`src/rtl/etce_ram.sv`:
```
// ----------------------------------------------------------------------------
// etce_ram: generic single-clock RAM
// One write port and one read port with a registered read.
// ----------------------------------------------------------------------------
module etce_ram #(
	parameter int WIDTH = 8,
	parameter int DEPTH = 16
) (
	input  logic                     clk,
	input  logic                     wr_en,
	input  logic [$clog2(DEPTH)-1:0] wr_addr,
	input  logic [WIDTH-1:0]         wr_data,
	input  logic [$clog2(DEPTH)-1:0] rd_addr,
	output logic [WIDTH-1:0]         rd_data
);

	logic [WIDTH-1:0] mem [DEPTH];

	// Write and registered read.
	always_ff @(posedge clk) begin
		if (wr_en)
			mem[wr_addr] <= wr_data;
		rd_data <= mem[rd_addr];
	end

endmodule

```
`config.mk`:
```
export PLATFORM = sky130hd
export DESIGN_NAME = etce_ram
export DESIGN_NICKNAME = d
export VERILOG_FILES = /design/src/rtl/etce_ram.sv
export SDC_FILE = /design/constraint.sdc
export NUM_CORES = 1
export LEC_CHECK = 0
export ABC_CLOCK_PERIOD_IN_PS = 2400
export BUFFER_PORTS_ARGS = -buffer_cell sky130_fd_sc_hd__clkbuf_2
export CORE_MARGIN = 2
export CORE_UTILIZATION = 25
export CTS_CLUSTER_DIAMETER = 80
export DETAILED_ROUTE_END_ITERATION = 16
export GPL_TIMING_DRIVEN = 0
export PLACE_DENSITY = 0.43
export SLEW_MARGIN = 20
export SYNTH_ARGS = -nofsm -noshare
export SYNTH_HDL_FRONTEND = slang
export SYNTH_SLANG_ARGS = --single-unit
```
`constraint.sdc`:
```
create_clock -name clk -period 2.4 [get_ports clk]
set_input_delay 0.48 -clock clk [delete_from_list [all_inputs] [get_ports clk]]
set_output_delay 0.48 -clock clk [all_outputs]
set_load 0.005 [all_outputs]
```
=== Word-level counts from Yosys, hierarchy flattened ===
Memories as Yosys holds them, arrays and structs flattened. A register that Yosys moved wholly into a read port is not among the register bits.
Cells that the tools add are included.

* Muxes and demuxes: 2

{| class="wikitable"
|+ Operator list
! kind !! number
|-
| $mux 1 || 2
|}

* Flip-flop bits (word level): 0
* Bits in writable memories: 128
* Output and inout port bits: 8
* Memories: 1

{| class="wikitable"
|+ Memories
! memory !! words !! bits a word !! rd ports !! clocked after memory_dff !! wr ports !! line !! source
|-
| mem || 16 || 8 || 1 || 1 || 1 || 17 || <nowiki>logic [WIDTH-1:0] mem [DEPTH];</nowiki>
|}

=== Depth between registers and ports, before layout ===
* Word-level depth: 2
* Gate-level depth with buffers: 5
* Mapped depth without buffers: 3

=== Least setup slack after synthesis ===
OpenSTA, ideal clock, no wires.

* Kind: input port to flip-flop
* Start point: in wr_addr[2]
* End point: mem mem[0][0] (enable)
* Library setup time: 0.383 ns
* Data arrival time: 1.590 ns
* Data required time: 2.017 ns
* Slack: 0.427 ns
* Cell stages on the path: 2
* Path buffers: 0
* Path through: or3b_2 nor3_1

{| class="wikitable"
|+ RTL lines
! item !! line !! source
|-
| start: declaration || 11 || <nowiki>input logic [$clog2(DEPTH)-1:0] wr_addr,</nowiki>
|-
| end: declaration || 17 ||
|}

No word-level cell before the write port.

=== Final worst setup path ===
* Start point: in wr_addr[2]
* End point: mem mem[1][1] (enable)

No word-level cell before the write port.

==> metrics <==
status=finished clean; YS warnings=0; first-pass GRT wire length=16800 um; Worst EP required=2.43 ns; GRT overflow=0; vias per inst=4.22; maximum fanout along the worst path=8; clk sinks=136; leak pwr=2.03 nW; Inserted Clock Buffers=17; hold_sp=wr_data[5]; slowest CP cell=nor2_1; Final Hold Fails=0; Root Buffer=clkbuf_16; worst r2r src=mem[0][2]; Fin Hold WS=0.543 ns; hold_buf cts=0; max-slew violations=0; post-CTS setup buffer count=0; fmax=0.562 GHz; dpl cell area=5630 sq um; Seq cells post-synth=136; DIE AREA=21800 sq um; Initial Utilization=25.4%; Layout Nets=290; port bufs=24; Syn-to-layout area delta=20.0%; clock skew=0.0105 ns; Top Family by Delay on Critical Path=simple AND/OR/NAND/NOR gates; clk buf depth=2; Row Count=52; Die Ht=147 um; initial antenna violation count=0; critical path class=input pin to register; gp weighted congestion=0.734; DRT Pass-1 Iters=5; Ant. Diodes=0; H-tree depth=4; Post-Syn Area=5150 sq um; pin slew with the least headroom to its limit=0.891 ns; Tcrit/Tclk final=74.1%; clk_lat worst skew=0.41 ns; slowest stage delay, CP=0.68 ns; cts repair resizes=0; RSZ-0062 raised after global routing=false; Post-DRT Antenna Nets=0; fin crit period=1.78 ns; # Max-Cap Violations=0; Worst setup startpoint=wr_addr[2]; Post-Syn Nets=247; Final Cell Area=6180 sq um; most common cell after layout, fill and taps aside=edfxtp_1; Cell Pwr Density=868 nW/um^2; CP bufs+invs=1; share of layout cells above drive strength 1=29.5%; worst vdd ir=475 uV; Clock transition at path regs=0.06 ns; Initial DRC Count=184; Worst Setup End Kind=register; most frequent cells in the layout=edfxtp_1 (128), clkbuf_2 (24), mux4_2 (18), clkbuf_16 (18), a22oi_1 (16); largest net degree at the start of global routing=17; worst hold path type=input pin to register; core footprint=20200 sq um; Die W=147 um; num ports=26; startpoint types=input pin; post-synthesis sequential area ratio=77.8%; setup violators final=0; vias in the first global route=2525; cells after synthesis=229; drt wl/cell=20.3 um; GRT Resource Usage Total=11.3%; WP data arrival=1.81 ns; number of remaining DRC errors=0; Distinct cells, synth=19; critical path, cell by cell=clkbuf_2 -> or3b_2 -> nor2_1; final wirelength=11300 um; Avg Cell Area, Syn=22.5 sq um; max_slew headroom=40.4%; via count of the routed design=2344; CTS tree=done
state kept, by name (all words and copies together), names as in the netlist:
register,cells
mem,128
rd_data,8
cell families (layout without fill, tap and decap cells):
group / count (synthesis) / in the layout / synth area share, %
flip-flops: 136 / 136 / 77.8
AND/OR/NAND/NOR: 35 / 35 / 3.18
multiplexers: 32 / 32 / 15.0
AO/OA/AOI/OAI: 16 / 16 / 2.33
buffers and inverters: 10 / 66 / 1.68
power by group:
| part | internal (mW) | leakage [nW] | switching (mW) |
|---|---|---|---|
| clock | 1.51 | 0.279 | 0.921 |
| combinational | 0.105 | 0.523 | 0.160 |
| sequential | 2.66 | 1.22 | 0.0122 |
| total | 4.27 | 2.03 | 1.09 |
through the flow:
step	instances	setup WS (ns)	power (mW)	util (%)	setup TNS, ns
detailed placement	523	0.151	2.99	27.8	0
CTS	555	0.616	5.43	30.5	0
floorplan	229	0.427	2.85	-	0
global route	555	0.543	5.54	30.5	0
finish	555	0.622	5.37	30.5	0
global placement	523	-0.205	2.98	27.7	-1.66
synthesized netlist by cell type:
cell             number  area [sq um]
a22oi_1              16           120
and2_1                1          6.26
and2b_1               1          7.51
buf_2                 3          15.0
buf_4                 1          7.51
buf_6                 3          33.8
clkdlybuf4s25_2       3          30.0
dfxtp_1               8           160
edfxtp_1            128          3840
mux4_1               14           368
mux4_2               18           405
nand2_1               9          33.8
nand2b_1              2          12.5
nand3_1               1          5.00
nand3b_1              2          15.0
nor2_1               13          48.8
nor2b_1               1          6.26
nor3_1                4          20.0
or3b_2                1          8.76
layer usage:
layer / track usage (%) / vias up / wire, um
met4: 3.75 / 0 / 77
met3: 3.46 / 6 / 610
li1: - / 1058 / -
met5: 0 / - / 0
met1: 15.3 / 1225 / 5080
met2: 17.4 / 55 / 5520
layout make-up:
type,instances,area [sq um]
fillers,1971,14100
flip-flops and latches,136,4000
multi-input cells,83,1080
clock buffers,24,483
well taps,270,338
repair buffers,24,120
plain buffers,10,86.3
clock inverters,8,70.1
worst register-to-register path: stages (launching register included):
cell,delay [ns]
edfxtp_1,0.36
mux4_1,0.54
a22oi_1,0.39
nand2_1,0.14
worst paths after layout:
path,to,slack (ns),cells after the start
worst max-delay path,mem[1][1],0.62,3
worst min-delay path,mem[7][5],0.54,1
worst max register to register,rd_data[2],0.82,3
worst min register to register,rd_data[3],0.68,3
Power figures use the tool's default switching activity.
